File: config.mk
export PLATFORM = sky130hd
export DESIGN_NAME = control_frame_receiver_core_flat
export DESIGN_NICKNAME = d
export VERILOG_FILES = /design/src/rtl/cfr_pkg.sv /design/src/rtl/cfr_if.sv /design/src/rtl/control_frame_receiver_core.sv /design/src/flat_wrapper.sv
export SDC_FILE = /design/constraint.sdc
export NUM_CORES = 1
export LEC_CHECK = 0
export ABC_AREA = 1
export ABC_CLOCK_PERIOD_IN_PS = 14400
export BUFFER_PORTS_ARGS = -buffer_cell sky130_fd_sc_hd__buf_2
export CELL_PAD_IN_SITES_DETAIL_PLACEMENT = 0
export CELL_PAD_IN_SITES_GLOBAL_PLACEMENT = 1
export CORE_AREA = 3 3 146 148
export CTS_CLUSTER_SIZE = 25
export DETAILED_ROUTE_END_ITERATION = 10
export DIE_AREA = 0 0 149 151
export PLACE_DENSITY = 0.83
export SYNTH_ARGS = -nofsm -noshare
export SYNTH_HDL_FRONTEND = slang
export SYNTH_SLANG_ARGS = --single-unit
File: constraint.sdc
create_clock -name clk -period 14.4 [get_ports clk]
set_input_delay 2.88 -clock clk [delete_from_list [all_inputs] [get_ports clk]]
set_output_delay 2.88 -clock clk [all_outputs]
set_load 0.02 [all_outputs]
File: src/rtl/cfr_pkg.sv
package cfr_pkg;

  localparam int MaxDatagramDefault = 128;

  localparam logic [7:0] Sync0       = 8'hAA;
  localparam logic [7:0] Sync1       = 8'h55;
  localparam logic [7:0] ControlType = 8'h01;
  localparam int         MinFrame    = 7;
  localparam int         HdrBytes    = 5;
  localparam int         CtrlBytes   = 10;
  localparam int         PayIdxW     = $clog2(CtrlBytes);
  localparam int         LenCmpW     = 9;

  localparam logic [15:0] CrcInit = 16'hFFFF;
  localparam logic [15:0] CrcPoly = 16'hA001;

  typedef enum logic [2:0] {
    StCtrlOk,
    StOtherOk,
    StShort,
    StSync,
    StLength,
    StCrc,
    StPayloadShort,
    StOversize
  } status_t;

  function automatic logic [15:0] crc_feed(input logic [15:0] crc, input logic [7:0] b);
    logic [15:0] c;
    c = crc ^ {8'h00, b};
    for (int k = 0; k < 8; k++) begin
      if (c[0]) begin
        c = (c >> 1) ^ CrcPoly;
      end else begin
        c = c >> 1;
      end
    end
    return c;
  endfunction

endpackage

File: src/rtl/cfr_if.sv
interface cfr_byte_if ();
  logic       valid;
  logic       ready;
  logic [7:0] data_byte;
  logic       last_byte;

  modport source (output valid, output data_byte, output last_byte, input ready);
  modport sink (input valid, input data_byte, input last_byte, output ready);
endinterface

interface cfr_result_if import cfr_pkg::*; ();
  logic       valid;
  logic       ready;
  status_t    status;
  logic [7:0] frame_type;
  logic [7:0] lamp_bits;
  logic [7:0] blinker;
  logic [7:0] strip_l_mode;
  logic [7:0] strip_l_color;
  logic [7:0] strip_r_mode;
  logic [7:0] strip_r_color;
  logic [7:0] strip_f_mode;
  logic [7:0] strip_f_color;
  logic       chg_en;
  logic       dischg_en;

  modport source (
    output valid, output status, output frame_type, output lamp_bits, output blinker,
    output strip_l_mode, output strip_l_color, output strip_r_mode, output strip_r_color,
    output strip_f_mode, output strip_f_color, output chg_en, output dischg_en,
    input ready
  );
  modport sink (
    input valid, input status, input frame_type, input lamp_bits, input blinker,
    input strip_l_mode, input strip_l_color, input strip_r_mode, input strip_r_color,
    input strip_f_mode, input strip_f_color, input chg_en, input dischg_en,
    output ready
  );
endinterface

File: src/rtl/control_frame_receiver_core.sv
// Takes one datagram byte per cycle; the input is stalled only while a result is
// held in the output register and not taken.
// The result of a datagram is registered and appears in the cycle after its last byte is transferred.
// The CRC-16 update of one byte per cycle is the longest path.
// Synchronous active-high reset clears the frame state and the output valid; the
// payload holding registers are not reset.
module control_frame_receiver_core
  import cfr_pkg::*;
#(
  parameter int MAX_DATAGRAM = MaxDatagramDefault
) (
  input logic           clk,
  input logic           rst,
  cfr_byte_if.sink      rx,
  cfr_result_if.source  result
);

  localparam int CntW = $clog2(MAX_DATAGRAM + 2);

  logic [CntW-1:0]    cnt;
  logic [CntW-1:0]    cnt_next;
  logic               sync_ok;
  logic               sync_ok_next;
  logic [7:0]         type_hold;
  logic [7:0]         type_hold_next;
  logic [7:0]         length_hold;
  logic [7:0]         length_hold_next;
  logic [15:0]        crc_running;
  logic [15:0]        crc_running_next;
  logic [15:0]        tail_delay;
  logic [15:0]        tail_delay_next;
  logic [7:0]         payload_head [CtrlBytes];
  logic               pay_wr;
  logic [PayIdxW-1:0] pay_idx;
  logic [CntW-1:0]    pay_off;
  logic               accept;
  status_t            stat;
  logic [LenCmpW-1:0] n_ext;
  logic [LenCmpW-1:0] len_total;
  logic [15:0]        got;

  assign accept   = rx.valid && rx.ready;
  assign rx.ready = !result.valid || result.ready;
  assign pay_off  = cnt - CntW'(HdrBytes);
  assign pay_idx  = pay_off[PayIdxW-1:0];

  always_comb begin
    cnt_next         = cnt;
    sync_ok_next     = sync_ok;
    type_hold_next   = type_hold;
    length_hold_next = length_hold;
    crc_running_next = crc_running;
    tail_delay_next  = tail_delay;
    pay_wr           = 1'b0;
    if (cnt >= CntW'(MAX_DATAGRAM)) begin
      cnt_next = CntW'(MAX_DATAGRAM + 1);
    end else begin
      if (cnt == CntW'(0) && rx.data_byte != Sync0) begin
        sync_ok_next = 1'b0;
      end
      if (cnt == CntW'(1) && rx.data_byte != Sync1) begin
        sync_ok_next = 1'b0;
      end
      if (cnt == CntW'(3)) begin
        type_hold_next = rx.data_byte;
      end
      if (cnt == CntW'(4)) begin
        length_hold_next = rx.data_byte;
      end
      if (cnt >= CntW'(HdrBytes) && cnt < CntW'(HdrBytes + CtrlBytes)) begin
        pay_wr = 1'b1;
      end
      if (cnt >= CntW'(4)) begin
        crc_running_next = crc_feed(crc_running, tail_delay[15:8]);
      end
      tail_delay_next = {tail_delay[7:0], rx.data_byte};
      cnt_next        = cnt + CntW'(1);
    end
  end

  always_comb begin
    n_ext     = LenCmpW'(cnt_next);
    len_total = LenCmpW'(MinFrame) + LenCmpW'(length_hold_next);
    got       = {tail_delay_next[7:0], tail_delay_next[15:8]};
    if (cnt_next > CntW'(MAX_DATAGRAM)) begin
      stat = StOversize;
    end else if (cnt_next < CntW'(MinFrame)) begin
      stat = StShort;
    end else if (!sync_ok_next) begin
      stat = StSync;
    end else if (n_ext != len_total) begin
      stat = StLength;
    end else if (got != crc_running_next) begin
      stat = StCrc;
    end else if (type_hold_next != ControlType) begin
      stat = StOtherOk;
    end else if (length_hold_next < 8'(CtrlBytes)) begin
      stat = StPayloadShort;
    end else begin
      stat = StCtrlOk;
    end
  end

  always_ff @(posedge clk) begin
    if (rst) begin
      cnt         <= '0;
      sync_ok     <= 1'b1;
      type_hold   <= '0;
      length_hold <= '0;
      crc_running <= CrcInit;
      tail_delay  <= '0;
    end else if (accept) begin
      if (rx.last_byte) begin
        cnt         <= '0;
        sync_ok     <= 1'b1;
        type_hold   <= '0;
        length_hold <= '0;
        crc_running <= CrcInit;
        tail_delay  <= '0;
      end else begin
        cnt         <= cnt_next;
        sync_ok     <= sync_ok_next;
        type_hold   <= type_hold_next;
        length_hold <= length_hold_next;
        crc_running <= crc_running_next;
        tail_delay  <= tail_delay_next;
      end
    end
  end

  always_ff @(posedge clk) begin
    if (accept && pay_wr) begin
      payload_head[pay_idx] <= rx.data_byte;
    end
  end

  always_ff @(posedge clk) begin
    if (rst) begin
      result.valid <= 1'b0;
    end else if (accept && rx.last_byte) begin
      result.valid <= 1'b1;
    end else if (result.ready) begin
      result.valid <= 1'b0;
    end
  end

  always_ff @(posedge clk) begin
    if (accept && rx.last_byte) begin
      result.status     <= stat;
      result.frame_type <= (cnt_next >= CntW'(HdrBytes)) ? type_hold_next : 8'h00;
      if (stat == StCtrlOk) begin
        result.lamp_bits     <= payload_head[0];
        result.blinker       <= payload_head[1];
        result.strip_l_mode  <= payload_head[2];
        result.strip_l_color <= payload_head[3];
        result.strip_r_mode  <= payload_head[4];
        result.strip_r_color <= payload_head[5];
        result.strip_f_mode  <= payload_head[6];
        result.strip_f_color <= payload_head[7];
        result.chg_en        <= (payload_head[8] != 8'h00);
        result.dischg_en     <= (payload_head[9] != 8'h00);
      end else begin
        result.lamp_bits     <= '0;
        result.blinker       <= '0;
        result.strip_l_mode  <= '0;
        result.strip_l_color <= '0;
        result.strip_r_mode  <= '0;
        result.strip_r_color <= '0;
        result.strip_f_mode  <= '0;
        result.strip_f_color <= '0;
        result.chg_en        <= 1'b0;
        result.dischg_en     <= 1'b0;
      end
    end
  end

endmodule
File: src/flat_wrapper.sv
// flat-port wrapper written by rule: the top's interface ports become plain ports
module control_frame_receiver_core_flat import cfr_pkg::*;
#(
  parameter int MAX_DATAGRAM = MaxDatagramDefault
)
  (clk, rst, rx_valid, rx_data_byte, rx_last_byte, rx_ready, result_valid, result_status, result_frame_type, result_lamp_bits, result_blinker, result_strip_l_mode, result_strip_l_color, result_strip_r_mode, result_strip_r_color, result_strip_f_mode, result_strip_f_color, result_chg_en, result_dischg_en, result_ready);
  cfr_byte_if rx_i ();
  cfr_result_if result_i ();
  input logic clk;
  input logic rst;
  input wire logic [$bits(rx_i.valid)-1:0] rx_valid;
  input wire logic [$bits(rx_i.data_byte)-1:0] rx_data_byte;
  input wire logic [$bits(rx_i.last_byte)-1:0] rx_last_byte;
  output wire logic [$bits(rx_i.ready)-1:0] rx_ready;
  output wire logic [$bits(result_i.valid)-1:0] result_valid;
  output wire logic [$bits(result_i.status)-1:0] result_status;
  output wire logic [$bits(result_i.frame_type)-1:0] result_frame_type;
  output wire logic [$bits(result_i.lamp_bits)-1:0] result_lamp_bits;
  output wire logic [$bits(result_i.blinker)-1:0] result_blinker;
  output wire logic [$bits(result_i.strip_l_mode)-1:0] result_strip_l_mode;
  output wire logic [$bits(result_i.strip_l_color)-1:0] result_strip_l_color;
  output wire logic [$bits(result_i.strip_r_mode)-1:0] result_strip_r_mode;
  output wire logic [$bits(result_i.strip_r_color)-1:0] result_strip_r_color;
  output wire logic [$bits(result_i.strip_f_mode)-1:0] result_strip_f_mode;
  output wire logic [$bits(result_i.strip_f_color)-1:0] result_strip_f_color;
  output wire logic [$bits(result_i.chg_en)-1:0] result_chg_en;
  output wire logic [$bits(result_i.dischg_en)-1:0] result_dischg_en;
  input wire logic [$bits(result_i.ready)-1:0] result_ready;
  assign rx_i.valid = rx_valid;
  assign rx_i.data_byte = rx_data_byte;
  assign rx_i.last_byte = rx_last_byte;
  assign rx_ready = rx_i.ready;
  assign result_valid = result_i.valid;
  assign result_status = result_i.status;
  assign result_frame_type = result_i.frame_type;
  assign result_lamp_bits = result_i.lamp_bits;
  assign result_blinker = result_i.blinker;
  assign result_strip_l_mode = result_i.strip_l_mode;
  assign result_strip_l_color = result_i.strip_l_color;
  assign result_strip_r_mode = result_i.strip_r_mode;
  assign result_strip_r_color = result_i.strip_r_color;
  assign result_strip_f_mode = result_i.strip_f_mode;
  assign result_strip_f_color = result_i.strip_f_color;
  assign result_chg_en = result_i.chg_en;
  assign result_dischg_en = result_i.dischg_en;
  assign result_i.ready = result_ready;
  control_frame_receiver_core #(.MAX_DATAGRAM(MAX_DATAGRAM)) u_core (.clk(clk), .rst(rst), .rx(rx_i), .result(result_i));
endmodule
== Word-level counts from Yosys, hierarchy flattened ==
Memory sizes are Yosys's and may differ from the RTL's. A register that Yosys moved wholly into a read port is not among the register bits.
Cells that the tools add are included.
Word-level totals
  input bits: 13
  output and inout port bits: 79
  flip-flop bits (word level): 71
  memory bits (writable): 80
  memories: 1
  logic and storage cells: 113
Memory list
  u_core.payload_head: words 10, bits a word 8, read ports 10, clocked after memory_dff 8, wr ports 1, RTL line control_frame_receiver_core.sv:32  | logic [7:0] payload_head [CtrlBytes];
Cells by class
  $lt $le $gt $ge: 8
  equality and inequality tests: 8
  reduce and logical (&&, ||, !) cells: 21
  bitwise gates (word level): 9
  muxes and demuxes: 52
  $add $sub $neg: 3
Operators by type and width (count)
  $mux W16: 27
  $mux W8: 8
  $ge A8 B3 Y1 const B: 3
  $not A2 Y3: 8
  $mux W3: 7
  $lt A8 B4 Y1 const B: 2
  $ne A16 B16 Y1: 1
  $reduce_bool A8 Y1: 2
  $xor A16 B8 Y16: 1
  $mux W1: 10
  $add A3 B8 Y9 const A: 1
  $logic_not A1 Y1: 9
  $ne A8 B9 Y1: 1
  $add A8 B1 Y8 const B: 1
  $eq A8 B1 Y1 const B: 1
  $eq A8 B2 Y1 const B: 1
  $eq A8 B3 Y1 const B: 1
  $ge A8 B8 Y1 const B: 1
  $gt A8 B8 Y1 const B: 1
  $logic_not A8 Y1: 1
  $lt A8 B3 Y1 const B: 1
  $ne A8 B1 Y1 const B: 1
  $ne A8 B7 Y1 const B: 1
  $ne A8 B8 Y1 const B: 1
  5 further kinds: 10

== Longest topological paths before layout ==
  word-level depth: 41
  gate-level depth with buffers: 25
  mapped depth without buffers: 22

== Worst setup path after synthesis ==
No wires, ideal clock.
  path kind: input port to flip-flop
  start: input port result_ready
  end: register u_core.result.blinker[0] (read register of u_core.payload_head) (enable)
  data arrival time: 6.777 ns
  setup slack: 7.110 ns
  library setup time: 0.513 ns
  cell stages on the path: 6
  cell sequence: inv_1 nand2_1 nand2_1 clkbuf_1 clkbuf_1 nor2_1
Between the ends
  word-level cells in the longest chain between the ends: 3
Ends and longest elaborated chain
  start: declaration: RTL line flat_wrapper.sv:28  | input wire logic [$bits(result_i.ready)-1:0] result_ready;
  $logic_or A1 B1 Y1: RTL line control_frame_receiver_core.sv:43  | assign rx.ready = !result.valid || result.ready;
  via rx_ready: RTL line flat_wrapper.sv:14  | output wire logic [$bits(rx_i.ready)-1:0] rx_ready;
  $logic_and A1 B1 Y1: RTL line control_frame_receiver_core.sv:42  | assign accept = rx.valid && rx.ready;
  $logic_and A1 B1 Y1: RTL line control_frame_receiver_core.sv:148  | if (accept && rx.last_byte) begin
  end: declaration: RTL line cfr_if.sv:28  | output valid, output status, output frame_type, output lamp_bits, output blinker,
The timed path passes the listed nets, and every way through them passes these cells.
A chain may end at the register's enable or synchronous reset.

== Worst setup path after layout ==
  start: input port result_ready
  end: output port rx_ready
Between the ends
  word-level cells in the longest chain between the ends: 1
Ends and longest elaborated chain (RTL line)
  $logic_or A1 B1 Y1: control_frame_receiver_core.sv:43
  end: declaration: flat_wrapper.sv:14
Every way passes these cells.

==> impl_metrics.sql <==
INSERT INTO impl_metrics (metric_group, metric, value, unit) VALUES
('timing', 'timing.setup.tns', '0', 'ns'),
('finish', 'antenna-diode-count', '0', ''),
('finish', 'layout-drive-gt1-share', '18.93', '%'),
('finish', 'fillCellCount', '1793', ''),
('placement', 'placed_cell_area', '10660', 'µm²'),
('synthesis', 'synth_cell_type_count', '46', ''),
('cts', 'clock_network_latency_to_the_later_pin_of_the_worst_skew_pair', '0.52', 'ns'),
('timing', 'fin_crit', '6.241', 'ns'),
('synthesis', 'mappedNetlistArea', '10030', 'µm²'),
('finish', 'largest_reg_flops', '80', ''),
('worst_setup_path', 'timing.critical_path.depth', '4', ''),
('power', 'power_per_cell_area', '116.1', 'nW/µm²'),
('floorplan', 'floorplan.core_area', '20170', 'µm²'),
('worst_setup_path', 'worst_setup_path_end_kind', 'output pin', ''),
('cts', 'cts_setup_buffers', '0', ''),
('placement', 'dp_cells', '1371', ''),
('worst_setup_path', 'regToRegStartpoint', 'u_core.cnt[0]', ''),
('worst_setup_path', 'critical_path.startpoint', 'result_ready', ''),
('synthesis', 'synth-compound-area-share', '6.424', '%'),
('cts', 'cts_resizes', '0', ''),
('synthesis', 'main_combinational_cell_family_by_area_after_synthesis', 'simple AND/OR/NAND/NOR gates', ''),
('detailed_routing', 'final_antenna_net_count', '0', ''),
('finish', 'area_growth_syn_to_layout', '13.35', '%'),
('run_status', 'status', 'completed', ''),
('worst_setup_path', 'critical_path_buf_inv_count', '3', ''),
('finish', 'biggestRegsByFlops', 'u_core.payload_head x80, u_core.crc_running x16, u_core.tail_delay x16', ''),
('cts', 'clockRootBuffer', 'clkbuf_16', ''),
('detailed_routing', 'wire_per_inst', '14.99', 'µm'),
('synthesis', 'post_synth_fa_ha_maj_area_fraction', '0.9979', '%'),
('finish', 'seqCellArea', '5876', 'µm²'),
('placement', 'dpl.hpwl', '14.10', 'mm'),
('global_routing', 'pin_count_of_the_biggest_net_entering_global_routing', '66', ''),
('timing', 'max_slew_margin', '14.54', '%'),
('timing', 'worst_slew_pin_slew', '1.272', 'ns'),
('floorplan', 'io_pins', '92', ''),
('worst_setup_path', 'crit_path_start_kind', 'input port', ''),
('worst_setup_path', 'setup.worst_path.class', 'input port to output pin', ''),
('worst_setup_path', 'worst_path_max_delay_cell', 'buf_2', ''),
('timing', 'setup-violations-final', '0', ''),
('finish', 'multiInputGateArea', '3343', 'µm²'),
('floorplan', 'row_count', '52', ''),
('timing', 'fin_crit_sh', '43.34', '%'),
('timing', 'finalHoldViolCount', '0', ''),
('flow_run', 'max_cap_viol_count', '0', ''),
('finish', 'fin_nets', '1147', ''),
('detailed_routing', 'drc', '0', ''),
('synthesis', 'synthesis.instances', '1036', ''),
('synthesis', 'syn_area_per_cell', '9.682', 'µm²'),
('min_path', 'worst_hold_startpoint', 'u_core.type_hold[2]', ''),
('global_routing', 'global_route_usage_over_all_layers', '18.60', '%'),
('synthesis', 'post_synth_most_frequent_cells', 'nand2_1 (266), edfxtp_1 (157), inv_1 (150)', ''),
('synthesis', 'synth.net_count', '1057', ''),
('worst_setup_path', 'timing.critical_path.mode_cell', 'buf_2', ''),
('synthesis', 'synthesized_area_fraction_occupied_by_xor_and_xnor_cells', '1.447', '%'),
('floorplan', 'die-area', '22500', 'µm²'),
('synthesis', 'synthTopCellsByArea', 'edfxtp_1 (47%), dfxtp_1 (12%), nand2_1 (10%)', ''),
('floorplan', 'initial_standard_cell_utilization_of_the_core', '49.73', '%'),
('synthesis', 'synth_top_area_share', '47.00', '%'),
('global_routing', 'antenna_found_initial', '0', ''),
('global_routing', 'grt_remaining_overflow', '0', ''),
('detailed_routing', 'drtIter0Drc', '406', ''),
('worst_setup_path', 'cp_data_arrival_time', '3.36', 'ns'),
('worst_setup_path', 'reg2reg_setup_slack', '9.99', 'ns'),
('min_path', 'holdPathStages', '2', ''),
('detailed_routing', 'via_count', '6912', ''),
('power', 'worst_ir_drop_vdd', '78.57', 'µV'),
('timing', 'setup_slack', '8.159', 'ns'),
('placement', 'portBuffers', '91', ''),
('floorplan', 'die_height', '151', 'µm'),
('detailed_routing', 'vias_per_cell', '4.899', ''),
('timing', 'rsz0062_at_grt', 'false', '');
[worst reg2reg max path, cell delays in order, from the launching register on]
cell and delay [ns]:
dfxtp_1 0.42, inv_1 0.17, ha_1 0.23, nand3_2 0.14, nor2_8 0.29, nand2_1 0.11, o21ai_2 0.12, ha_1 0.21
xnor3_1 0.39, nor2_1 0.14, nand3_1 0.09, nor2_1 0.11, nand2_1 0.09, nor2_4 0.12, nand2_1 0.06, nand2_1 0.05
nand2_1 0.09, nand2_4 0.32, buf_4 0.88, nor2_1 0.11
[routing by layer]
layer / GRT usage (%) / vias up / wire length, µm
li1: - / 3533 / -
met1: 25.29 / 3166 / 9603
met2: 31.59 / 177 / 9974
met3: 2.723 / 36 / 1071
met4: 4.805 / 0 / 497
met5: 0 / - / 0
[cells in the final DEF, fill, tap and decap left out, drive strengths merged, types with 5 or more instances in the layout]
master,instances
nand3,50
clkinv,8
o21ai,44
or2,15
nor2,133
inv,155
nor3,11
clkbuf,32
nand2,273
buf,99
nand4,8
a22oi,17
xnor2,9
a21oi,36
ha,8
xor2,5
o211ai,6
dfxtp,58
edfxtp,157
[report_power, final]
group	internal [mW]	switching (mW)	total, mW
Sequential	0.675	0.00632	0.681
Combinational	0.0230	0.0601	0.0831
Clock	0.324	0.233	0.556
Total	1.02	0.299	1.32
[how the worst max path moves through the flow]
stage                                           to  slack (ns)
floorplan                 u_core.result.blinker[0]        7.11
global placement    u_core.result.strip_f_color[5]        7.99
detailed placement  u_core.result.strip_f_color[4]        7.96
CTS                                       rx_ready        8.15
global route                              rx_ready        8.13
finish                                    rx_ready        8.16
[metrics by stage]
step | hold WS [ns] | power, mW | util (%)
2_1_floorplan | 0.4292 | 0.7488 | -
3_3_place_gp | 0.4429 | 0.7770 | 52.87
3_5_place_dp | 0.4500 | 0.7781 | 52.87
4_1_cts | 0.4611 | 1.334 | 56.37
5_1_grt | 0.4786 | 1.368 | 56.37
6_report | 0.4589 | 1.321 | 56.37
[cell families (layout without fill, tap and decap cells)]
group,after synthesis,in the layout
simple gates,498,498
flops,215,215
buf+inv,190,295
compound gates,110,110
xor+xnor,15,15
fa+ha+maj,8,8
[area by class of cell]
class                           count  area share (%)
Sequential cell                   215           51.68
Inverter                          156           5.194
Multi-Input combinational cell    631           29.40
Tap cell                          270           2.971
Clock inverter                      8          0.6823
Clock buffer                       32           5.535
Timing Repair Buffer               99           4.534
Power figures use the tool's default switching activity.
